`src/rtl/core/dcmt_pkg.sv`:
```
// Package for the down-counter millisecond timebase.
// Holds field widths, function and register codes, reset values and the
// command/status structs shared by the controller and the datapath.
package dcmt_pkg;

  localparam int CntW    = 24;
  localparam int RefW    = 32;
  localparam int MsW     = 32;
  localparam int TpuW    = 8;
  localparam int CfgW    = 24;
  localparam int CfgIdxW = 2;
  localparam int FuncW   = 2;
  localparam int DivW    = CntW + 1;
  localparam int DivCntW = $clog2(DivW + 1);
  localparam int ProdW   = RefW + TpuW;

  localparam logic [FuncW-1:0] FuncSync  = 2'd0;
  localparam logic [FuncW-1:0] FuncMsChk = 2'd1;
  localparam logic [FuncW-1:0] FuncUsChk = 2'd2;

  localparam logic [CfgIdxW-1:0] CfgReload = 2'd0;
  localparam logic [CfgIdxW-1:0] CfgTpm    = 2'd1;
  localparam logic [CfgIdxW-1:0] CfgTpu    = 2'd2;

  localparam logic [CfgW-1:0] ReloadRst = 24'hFF_FFFF;
  localparam logic [CfgW-1:0] TpmRst    = 24'd24000;
  localparam logic [TpuW-1:0] TpuRst    = 8'd24;

  typedef struct packed {
    logic latch;
    logic calc;
    logic load;
    logic step;
    logic upd;
    logic commit;
  } dcmt_cmd_t;

  typedef struct packed {
    logic upd;
    logic out_free;
  } dcmt_sts_t;

endpackage

```
`src/rtl/core/dcmt_ctrl.sv`:
```
// Controller for the millisecond timebase: sequences accept, distance,
// divide, update and result load. Uses dcmt_pkg.
module dcmt_ctrl
  import dcmt_pkg::*;
(
  input  logic       clk_i,
  input  logic       rst_ni,
  input  logic       in_valid_i,
  input  dcmt_sts_t  sts_i,
  output dcmt_cmd_t  cmd_o,
  output logic       busy_o
);

  localparam logic [2:0] StIdle = 3'd0;
  localparam logic [2:0] StCalc = 3'd1;
  localparam logic [2:0] StLoad = 3'd2;
  localparam logic [2:0] StDiv  = 3'd3;
  localparam logic [2:0] StUpd  = 3'd4;
  localparam logic [2:0] StDone = 3'd5;

  logic [2:0]         state_q, state_d;
  logic [DivCntW-1:0] cnt_q, cnt_d;

  always_comb begin
    state_d = state_q;
    cnt_d   = cnt_q;
    cmd_o   = '0;
    case (state_q)
      StIdle: begin
        if (in_valid_i) begin
          cmd_o.latch = 1'b1;
          state_d     = StCalc;
        end
      end
      StCalc: begin
        cmd_o.calc = 1'b1;
        state_d    = StLoad;
      end
      StLoad: begin
        if (sts_i.upd) begin
          cmd_o.load = 1'b1;
          cnt_d      = '0;
          state_d    = StDiv;
        end else begin
          state_d = StDone;
        end
      end
      StDiv: begin
        cmd_o.step = 1'b1;
        cnt_d      = cnt_q + 1'b1;
        if (cnt_q == DivCntW'(DivW - 1)) begin
          state_d = StUpd;
        end
      end
      StUpd: begin
        cmd_o.upd = 1'b1;
        state_d   = StDone;
      end
      StDone: begin
        if (sts_i.out_free) begin
          cmd_o.commit = 1'b1;
          state_d      = StIdle;
        end
      end
      default: begin
        state_d = StIdle;
      end
    endcase
  end

  always_ff @(posedge clk_i or negedge rst_ni) begin
    if (!rst_ni) begin
      state_q <= StIdle;
      cnt_q   <= '0;
    end else begin
      state_q <= state_d;
      cnt_q   <= cnt_d;
    end
  end

  assign busy_o = (state_q != StIdle);

endmodule

```
`src/rtl/core/dcmt_dp.sv`:
```
// Datapath for the millisecond timebase: config registers, timebase state,
// wrap distance, restoring divider and result register. Uses dcmt_pkg.
module dcmt_dp
  import dcmt_pkg::*;
(
  input  logic                clk_i,
  input  logic                rst_ni,
  input  dcmt_cmd_t           cmd_i,
  output dcmt_sts_t           sts_o,
  input  logic                cfg_we_i,
  input  logic [CfgIdxW-1:0]  cfg_idx_i,
  input  logic [CfgW-1:0]     cfg_wdata_i,
  input  logic [FuncW-1:0]    func_i,
  input  logic [CntW-1:0]     counter_value_i,
  input  logic [RefW-1:0]     ref_req_i,
  input  logic [RefW-1:0]     span_i,
  output logic                out_valid_o,
  input  logic                out_stall_i,
  output logic [MsW-1:0]      ms_count_o,
  output logic                expired_o
);

  logic [CfgW-1:0]  reload_q;
  logic [CfgW-1:0]  tpm_q;
  logic [TpuW-1:0]  tpu_q;
  logic [CntW-1:0]  ref_tick_q;
  logic [MsW-1:0]   millis_q;

  logic [FuncW-1:0] func_q;
  logic [CntW-1:0]  now_q;
  logic [RefW-1:0]  rq_q;
  logic [RefW-1:0]  span_q;

  logic [RefW-1:0]  dist_q;
  logic [ProdW-1:0] prod_q;
  logic             upd_q;
  logic             ne_q;
  logic             hit1_q;

  logic [DivW-1:0]  quo_q;
  logic [CntW-1:0]  rem_q;
  logic [DivW-1:0]  used_q;

  logic             out_valid_q;
  logic [MsW-1:0]   ms_count_q;
  logic             expired_q;

  logic [DivW-1:0]  period;
  logic [RefW-1:0]  dist_r;
  logic [RefW-1:0]  dist_d;
  logic [DivW:0]    trial;
  logic             qbit;
  logic [CntW-1:0]  rem_d;
  logic [DivW:0]    ref_e, used_e, wrap_e;
  logic [CntW-1:0]  ref_tick_d;
  logic [MsW-1:0]   millis_d;
  logic             hit;
  logic             out_free;

  function automatic logic [RefW-1:0] down_dist(input logic [RefW-1:0] r,
                                                input logic [CntW-1:0] now,
                                                input logic [DivW-1:0] per);
    logic [RefW:0] now_x;
    logic [RefW:0] sum;
    now_x = (RefW+1)'(now);
    sum   = (RefW+1)'(per) + (RefW+1)'(r);
    if ((RefW+1)'(r) > now_x) begin
      return RefW'((RefW+1)'(r) - now_x);
    end else if (sum < now_x) begin
      return '0;
    end else begin
      return RefW'(sum - now_x);
    end
  endfunction

  assign period = DivW'(reload_q) + DivW'(1);
  assign dist_r = (func_q == FuncSync) ? RefW'(ref_tick_q) : rq_q;
  assign dist_d = down_dist(dist_r, now_q, period);

  assign trial = {1'b0, rem_q, quo_q[DivW-1]};
  assign qbit  = (trial >= (DivW+1)'(tpm_q));
  assign rem_d = qbit ? CntW'(trial - (DivW+1)'(tpm_q)) : CntW'(trial);

  assign ref_e  = (DivW+1)'(ref_tick_q);
  assign used_e = (DivW+1)'(used_q);
  assign wrap_e = (DivW+1)'(period) + ref_e;

  always_comb begin
    ref_tick_d = ref_tick_q;
    millis_d   = millis_q;
    if (upd_q) begin
      millis_d = millis_q + MsW'(quo_q);
      if (ref_e >= used_e) begin
        ref_tick_d = CntW'(ref_e - used_e);
      end else if (wrap_e >= used_e) begin
        ref_tick_d = CntW'(wrap_e - used_e);
      end else begin
        ref_tick_d = '0;
      end
    end
  end

  always_comb begin
    case (func_q)
      FuncMsChk: hit = hit1_q;
      FuncUsChk: hit = ne_q && (ProdW'(dist_q) >= prod_q);
      default:   hit = 1'b0;
    endcase
  end

  assign out_free = !out_valid_q || !out_stall_i;

  always_ff @(posedge clk_i or negedge rst_ni) begin
    if (!rst_ni) begin
      reload_q <= ReloadRst;
      tpm_q    <= TpmRst;
      tpu_q    <= TpuRst;
    end else if (cfg_we_i) begin
      case (cfg_idx_i)
        CfgReload: reload_q <= cfg_wdata_i;
        CfgTpm:    tpm_q    <= cfg_wdata_i;
        CfgTpu:    tpu_q    <= TpuW'(cfg_wdata_i);
        default:   ;
      endcase
    end
  end

  always_ff @(posedge clk_i or negedge rst_ni) begin
    if (!rst_ni) begin
      ref_tick_q  <= '1;
      millis_q    <= '0;
      out_valid_q <= 1'b0;
      upd_q       <= 1'b0;
    end else begin
      if (cmd_i.calc) begin
        upd_q <= (func_q == FuncSync) && (ref_tick_q != now_q) && (tpm_q != '0);
      end
      if (cmd_i.commit) begin
        ref_tick_q  <= ref_tick_d;
        millis_q    <= millis_d;
        out_valid_q <= 1'b1;
      end else if (!out_stall_i) begin
        out_valid_q <= 1'b0;
      end
    end
  end

  always_ff @(posedge clk_i) begin
    if (cmd_i.latch) begin
      func_q <= func_i;
      now_q  <= counter_value_i;
      rq_q   <= ref_req_i;
      span_q <= span_i;
    end
    if (cmd_i.calc) begin
      dist_q <= dist_d;
      prod_q <= ProdW'(span_q) * ProdW'(tpu_q);
      ne_q   <= (rq_q != RefW'(now_q));
      hit1_q <= ((millis_q - rq_q) >= span_q);
    end
    if (cmd_i.load) begin
      quo_q <= DivW'(dist_q);
      rem_q <= '0;
    end else if (cmd_i.step) begin
      quo_q <= {quo_q[DivW-2:0], qbit};
      rem_q <= rem_d;
    end
    if (cmd_i.upd) begin
      used_q <= DivW'(dist_q) - DivW'(rem_q);
    end
    if (cmd_i.commit) begin
      ms_count_q <= millis_d;
      expired_q  <= hit;
    end
  end

  assign sts_o.upd      = upd_q;
  assign sts_o.out_free = out_free;
  assign out_valid_o    = out_valid_q;
  assign ms_count_o     = ms_count_q;
  assign expired_o      = expired_q;

endmodule

```
`src/rtl/core/down_counter_ms_timebase_core.sv`:
```
// Top level of the down-counter millisecond timebase.
// Joins dcmt_ctrl and dcmt_dp; uses dcmt_pkg.
//
// Input channel (in_valid_i / in_stall_o) carries one item: func_i,
// counter_value_i, ref_req_i, span_i. func 0 syncs the millisecond count
// from a counter sample, func 1 checks a millisecond span, func 2 checks a
// microsecond span against the counter. Every item gives one result item
// on the output channel (out_valid_o / out_stall_i): ms_count_o, expired_o.
// The block works on one item at a time. A sync item whose sample differs
// from the reference tick, with ticks_per_ms nonzero, passes through the
// 25-step restoring divider (one quotient bit per cycle) between accept and
// result; every other item skips the divider. The next item is accepted in
// the cycle after the result is loaded.
// The result register is separate, so an item is accepted and worked on
// while a result still waits; a stalled receiver holds the block in its
// final step until the result register frees.
// Configuration writes (cfg_we_i, cfg_idx_i, cfg_wdata_i) go straight to
// the registers. Reset restores the register defaults, sets the reference
// tick to all ones and clears the millisecond count.
module down_counter_ms_timebase_core
  import dcmt_pkg::*;
(
  input  logic                clk_i,
  input  logic                rst_ni,
  input  logic                cfg_we_i,
  input  logic [CfgIdxW-1:0]  cfg_idx_i,
  input  logic [CfgW-1:0]     cfg_wdata_i,
  input  logic                in_valid_i,
  output logic                in_stall_o,
  input  logic [FuncW-1:0]    func_i,
  input  logic [CntW-1:0]     counter_value_i,
  input  logic [RefW-1:0]     ref_req_i,
  input  logic [RefW-1:0]     span_i,
  output logic                out_valid_o,
  input  logic                out_stall_i,
  output logic [MsW-1:0]      ms_count_o,
  output logic                expired_o
);

  dcmt_cmd_t cmd;
  dcmt_sts_t sts;
  logic      busy;

  dcmt_ctrl u_ctrl (
    .clk_i      (clk_i),
    .rst_ni     (rst_ni),
    .in_valid_i (in_valid_i),
    .sts_i      (sts),
    .cmd_o      (cmd),
    .busy_o     (busy)
  );

  dcmt_dp u_dp (
    .clk_i           (clk_i),
    .rst_ni          (rst_ni),
    .cmd_i           (cmd),
    .sts_o           (sts),
    .cfg_we_i        (cfg_we_i),
    .cfg_idx_i       (cfg_idx_i),
    .cfg_wdata_i     (cfg_wdata_i),
    .func_i          (func_i),
    .counter_value_i (counter_value_i),
    .ref_req_i       (ref_req_i),
    .span_i          (span_i),
    .out_valid_o     (out_valid_o),
    .out_stall_i     (out_stall_i),
    .ms_count_o      (ms_count_o),
    .expired_o       (expired_o)
  );

  assign in_stall_o = busy;

  a_accept_busy: assert property (@(posedge clk_i) disable iff (!rst_ni)
    (in_valid_i && !in_stall_o) |=> in_stall_o)
    else $error("item accepted but controller not busy");

  a_commit_free: assert property (@(posedge clk_i) disable iff (!rst_ni)
    cmd.commit |-> (!out_valid_o || !out_stall_i))
    else $error("result loaded over a stalled result");

  a_commit_valid: assert property (@(posedge clk_i) disable iff (!rst_ni)
    cmd.commit |=> (out_valid_o && !in_stall_o))
    else $error("result not presented after load");

  a_sync_no_hit: assert property (@(posedge clk_i) disable iff (!rst_ni)
    (cmd.commit && sts.upd) |=> !expired_o)
    else $error("sync item reported expired");

endmodule

```
`config.mk`:
```
export PLATFORM = sky130hd
export DESIGN_NAME = down_counter_ms_timebase_core
export DESIGN_NICKNAME = d
export VERILOG_FILES = /design/src/rtl/core/dcmt_pkg.sv /design/src/rtl/core/dcmt_ctrl.sv /design/src/rtl/core/dcmt_dp.sv /design/src/rtl/core/down_counter_ms_timebase_core.sv
export SDC_FILE = /design/constraint.sdc
export NUM_CORES = 2
export LEC_CHECK = 0
export BUFFER_PORTS_ARGS = -buffer_cell sky130_fd_sc_hd__buf_2
export CORE_MARGIN = 3
export CORE_UTILIZATION = 50
export CTS_BUF_LIST = sky130_fd_sc_hd__clkbuf_8 sky130_fd_sc_hd__clkbuf_16
export CTS_CLUSTER_SIZE = 28
export DETAILED_ROUTE_END_ITERATION = 16
export PLACE_DENSITY_LB_ADDON = 0.25
export SYNTH_ARGS = -nofsm -noshare
export SYNTH_HDL_FRONTEND = slang
export SYNTH_HIERARCHICAL = 1
export SYNTH_SLANG_ARGS = --single-unit
```
`constraint.sdc`:
```
create_clock -name clk_i -period 5.4 [get_ports clk_i]
set_input_delay 0 -clock clk_i [delete_from_list [all_inputs] [get_ports clk_i]]
set_output_delay 0 -clock clk_i [all_outputs]
set_load 0.01 [all_outputs]
```
### Word level (Yosys, flattened, before mapping)

Index checks and enable logic that the tools add are counted.

| storage, ports and cells | value |
|---|---|
| bits in registers | 393 |
| input bits | 121 |
| output and inout port bits | 35 |
| word-level logic and storage cells | 106 |

| operators by class | value |
|---|---|
| add/subtract/negate cells | 12 |
| multipliers | 1 |
| magnitude comparators | 7 |
| equality and inequality tests | 17 |
| multiplexer cells | 28 |
| reductions and logical operators | 19 |

Operator list:

| operator | number |
|---|---|
| 32-bit 2-to-1 mux | 4 |
| 24-bit 2-to-1 mux | 3 |
| 24-bit subtractor | 3 |
| 32-bit by 24-bit subtractor with 32-bit output | 2 |
| 25-bit 2-to-1 mux | 2 |
| 32-bit by 40-bit greater-or-equal comparator with 1-bit output | 1 |
| 32-bit by 8-bit multiplier with 40-bit output | 1 |
| 25-bit by 32-bit adder with 33-bit output | 1 |
| 33-bit by 24-bit < comparator with 1-bit output | 1 |
| 32-bit by 25-bit adder with 32-bit output | 1 |
| 32-bit greater-or-equal comparator | 1 |
| 32-bit by 24-bit > comparator with 1-bit output | 1 |
| 32-bit by 24-bit inequality test with 1-bit output | 1 |
| 32-bit subtractor | 1 |
| 25-bit by 24-bit adder with 26-bit output | 1 |
| 26-bit by 25-bit greater-or-equal comparator with 1-bit output | 1 |
| 24-bit by 1-bit adder with 25-bit output (second input constant) | 1 |
| 24-bit by 25-bit greater-or-equal comparator with 1-bit output | 1 |
| 25-bit by 24-bit greater-or-equal comparator with 1-bit output | 1 |
| 25-bit by 24-bit subtractor with 25-bit output | 1 |
| 24-bit inequality test | 1 |
| 24-bit nonzero test | 1 |
| 3-bit one-hot mux with 6 select lines | 1 |
| 3-bit 2-to-1 mux | 4 |
| other kinds (22) | 48 |

### Depth between registers and ports, before layout

| depth | value |
|---|---|
| depth after elaboration | 6 |
| mapped depth | 27 |
| gate-level depth less buffers | 26 |

### Hierarchy

Netlist, hierarchy kept.

Modules (own cells, without submodules):

| module | times used | cells an instance | area an instance (um^2) | seq. area each (um^2) |
|---|---|---|---|---|
| dcmt_dp | 1 | 4015 | 37484.7 | 10821.6 |
| dcmt_ctrl | 1 | 49 | 491.7 | 200.2 |

### Least setup slack after synthesis

No wires, ideal clock.

| timing path | value |
|---|---|
| path type | register -> register |
| start | register u_dp.tpu_q[7] |
| end | register u_dp.prod_q[39] (data pin) |
| setup time | 0.260 ns |
| data arrival time | 5.304 ns |
| data required time | 5.140 ns |
| setup slack | -0.164 ns |
| stages on the path, launching flop included | 21 |
| path buffers | 1 |
| period minus slack after synthesis | 5.564 ns |
| path through | dfrtp_1 clkbuf_1 nand2_1 fa_1 inv_1 fa_1 fa_1 inv_1 fa_1 inv_1 ha_1 a21o_1 a211o_1 or2_1 o31ai_1 o41ai_2 a221oi_1 a21oi_1 a211o_1 a21oi_1 xnor2_1 |

| between the ends | value |
|---|---|
| longest elaborated chain between the ends | 1 |

RTL lines:

| what | line | RTL |
|---|---|---|
| from (decl) | dcmt_dp.sv:25 | `logic [TpuW-1:0] tpu_q;` |
| from (signal assigned) | dcmt_dp.sv:117 | `tpu_q <= TpuRst;` |
| from (signal assigned) | dcmt_dp.sv:122 | `CfgTpu: tpu_q <= TpuW'(cfg_wdata_i);` |
| 32-bit by 8-bit multiplier with 40-bit output | dcmt_dp.sv:157 | `prod_q <= ProdW'(span_q) * ProdW'(tpu_q);` |
| to (signal assigned) | dcmt_dp.sv:157 |  |
| to (decl) | dcmt_dp.sv:35 | `logic [ProdW-1:0] prod_q;` |

No other way between the ends.
A chain may end at the register's enable or synchronous reset.

### Final worst setup path

| timing path | value |
|---|---|
| start | register u_dp.tpu_q[3] |
| end | register u_dp.prod_q[39] (data pin) |

The elaborated chain is that of the path after synthesis.

==> flow_summary.yaml <==
status:
  status: "finished with violations"
  violations: "setup timing"
synth:
  synth_top_family_by_area: "adder cells"
  synth_top_area_cell: "edfxtp_1"
  synth_edf_count: 247
  synth_most_common_cell: "inv_1"
  syn_inst: 4064
  ys.flop_type: "edfxtp_1"
  synth_fa_ha_area_frac: 0.2254
  muxShareOfSynthArea: 0.03730
  seq_area_frac_synth: 0.2902
  syn_avg_cell_area_um2: 9.345
  synth_xor_area_frac: 0.07426
  synth_top_cells_by_area: "edfxtp_1, ha_1, fa_1"
  synth_nets: 4755
  yosysUniqueCellTypes: 94
  synthArstFlopShare: 0.3104
  synth-simple-area-share: 0.1489
  synth_compound_area_frac: 0.1648
  ys.warnings.count: 6
  ys_ff_latch: 393
  post-synth-top-area-fraction: 0.1953
  synth_area_um2: 37980
  synthTopCellsByCount: "inv_1, ha_1, nand2_1, edfxtp_1, a21oi_1"
clock_tree:
  cts.reportedPaths.clkPinSlew_ps: 60
  cts_buffer_depth: 3
  cts_tree: "done"
  cts-root-buf: "clkbuf_16"
  htree_levels: 2
  cts.sinks: 393
  clk_latency_ps: 620
  numCtsBuffers: 50
sta:
  skew_ps: 29.32
  tightest_slew_ps: 988.0
  fin_crit_ps: 5543
  setup_ws_ps: -142.6
  slew-limit-headroom: 0.3243
  setup_viol: 2
  fmax_mhz: 180.4
  maxSlewViolCount: 0
  hold_viol_final: 0
  rsz0062_at_grt: "true"
  final.period_utilization: 1.026
  hold_ws_ps: 25.82
floorplan:
  dieWidth_um: 281.6
  io_pins: 156
  coreArea_um2: 74820
  initial_utilization: 0.5076
  die_h_um: 281.6
  die_area_um2: 79300
  placementRows: 100
route:
  drt_first_pass_iters: 7
  viasPerCell: 5.760
  routed_wl_um: 118000
  drtIter0Drc: 2646
  drc: 0
  drt-wirelength-per-cell_um: 20.80
  num_vias: 32690
  ant_nets: 0
setup_path:
  cp-end-kind: "register"
  arrival_ps: 5900
  reg2reg_to: "u_dp/prod_q[39]"
  required_ps: 5750
  timing.rr.start: "u_dp/tpu_q[3]"
  reg2reg_depth: 20
  crit_fanout: 6
  regToRegSetupSlack_ps: -140
  crit_path_start_kind: "register"
  crit_type: "register to register"
placement:
  dpl.hpwl_um: 92030
  port_buffers: 155
  gp_congestion: 0.9583
worst_hold_path:
  hp-class: "input pin to async pin"
global_route:
  gr-total-overflow: 0
  grt_pass1_wl_um: 179400
  gr-usage-all-layers: 0.2924
  antenna_found_initial: 5
  grt_pass1_vias: 32349
  grt_max_degree: 86
cells_and_area:
  area_growth_pct: 23.04
  design.final.nets: 5354
  multi_input_area_um2: 25720
  final-seq-area_um2: 11030
  drive_above_1_share: 0.2200
  fillers: 6178
  fin_util: 0.6245
run:
  maxCapViolations: 0
[final cells by class]
cell class	instances	area share
tap	969	0.02595
timing repair buffer	666	0.1113
sequential	393	0.2360
antenna	1	0.00005355
inverter	460	0.03703
multi-input combinational	3092	0.5504
clock buffer	52	0.02761
clock inverter	42	0.01159
[worst max-delay path, stage by stage, from the launching register on]
cell and delay (ps):
dfstp_2 560, buf_12 130, and2_4 140, fa_1 450, fa_1 470, fa_1 510
inv_2 40, fa_1 430, inv_2 80, ha_4 200, a21o_1 180, a211o_1 320
or2_1 220, o31ai_2 260, buf_4 180, o41ai_4 90, a221oi_2 370, a21oi_2 130
a211o_1 280, a21oi_2 170, xnor2_2 70
[worst max path at each step]
stage,end,startpoint,slack (ps)
global route,u_dp/prod_q[37],u_dp/tpu_q[7],-260
CTS,u_dp/prod_q[39],u_dp/tpu_q[4],-50
floorplan,u_dp/prod_q[39],u_dp/tpu_q[3],2
global placement,u_dp/prod_q[39],u_dp/tpu_q[7],-350
finish,u_dp/prod_q[39],u_dp/tpu_q[3],-140
detailed placement,u_dp/prod_q[39],u_dp/tpu_q[7],-440
[flip-flops by register name (all words and copies together) (netlist names), 25 cells and up]
name,cells
u_dp/dist_q,32
u_dp/millis_q,32
u_dp/ms_count_o,32
u_dp/prod_q,40
u_dp/quo_q,25
u_dp/rq_q,32
u_dp/span_q,32
u_dp/used_q,25
[placed cells by master, fill, tap and decap left out, drive strengths merged, types with 65 or more instances in the layout]
cell type      n
nor2         214
ha           380
nand3         66
a21oi        239
mux2         105
xor2         118
o21ai        167
buf          544
nand2        371
inv          469
edfxtp       247
fa           190
dlygate4sd3  119
xnor2        204
dfrtp         65
and2         151
a21o         159
[per-layer routing]
layer	vias to the layer above	part of all wire	global-route usage
li1	15455	-	-
met1	15945	0.42	0.3866
met2	1048	0.47	0.4922
met3	242	0.059	0.03204
met4	0	0.044	0.1190
met5	-	0	0
[what timing repair did]
item	4_1_cts	5_1_grt
hold buffers	119	0
gates resized for setup	59	206
hold endpoints to repair	227	0
setup endpoints to repair	48	66
pin swaps	47	129
setup buffers	18	38
cloned	0	2
[stage by stage]
| stage | cells | worst slack (ps) | cell area [um2] | setup TNS, ps |
|---|---|---|---|---|
| 2_1_floorplan | 4064 | 2.114 | 37990 | 0 |
| 3_3_place_gp | 5404 | -353.0 | 42110 | -1941 |
| 3_5_place_dp | 5404 | -437.4 | 42110 | -4097 |
| 4_1_cts | 5635 | -53.06 | 45500 | -53.06 |
| 5_1_grt | 5674 | -258.5 | 46720 | -1958 |
| 6_report | 5675 | -142.6 | 46730 | -274.8 |
[kinds of logic after synthesis]
family	Yosys count
and+or+nand+nor	1143
AOI/OAI and AO/OA	929
buffers and inverters	579
adders and majority gates	570
DFF	393
xor gates and xnor gates	322
muxes	128
Power is left out: the tool's default activity adds up to more than one toggle a clock period on the data nets, which glitch-free logic cannot reach.
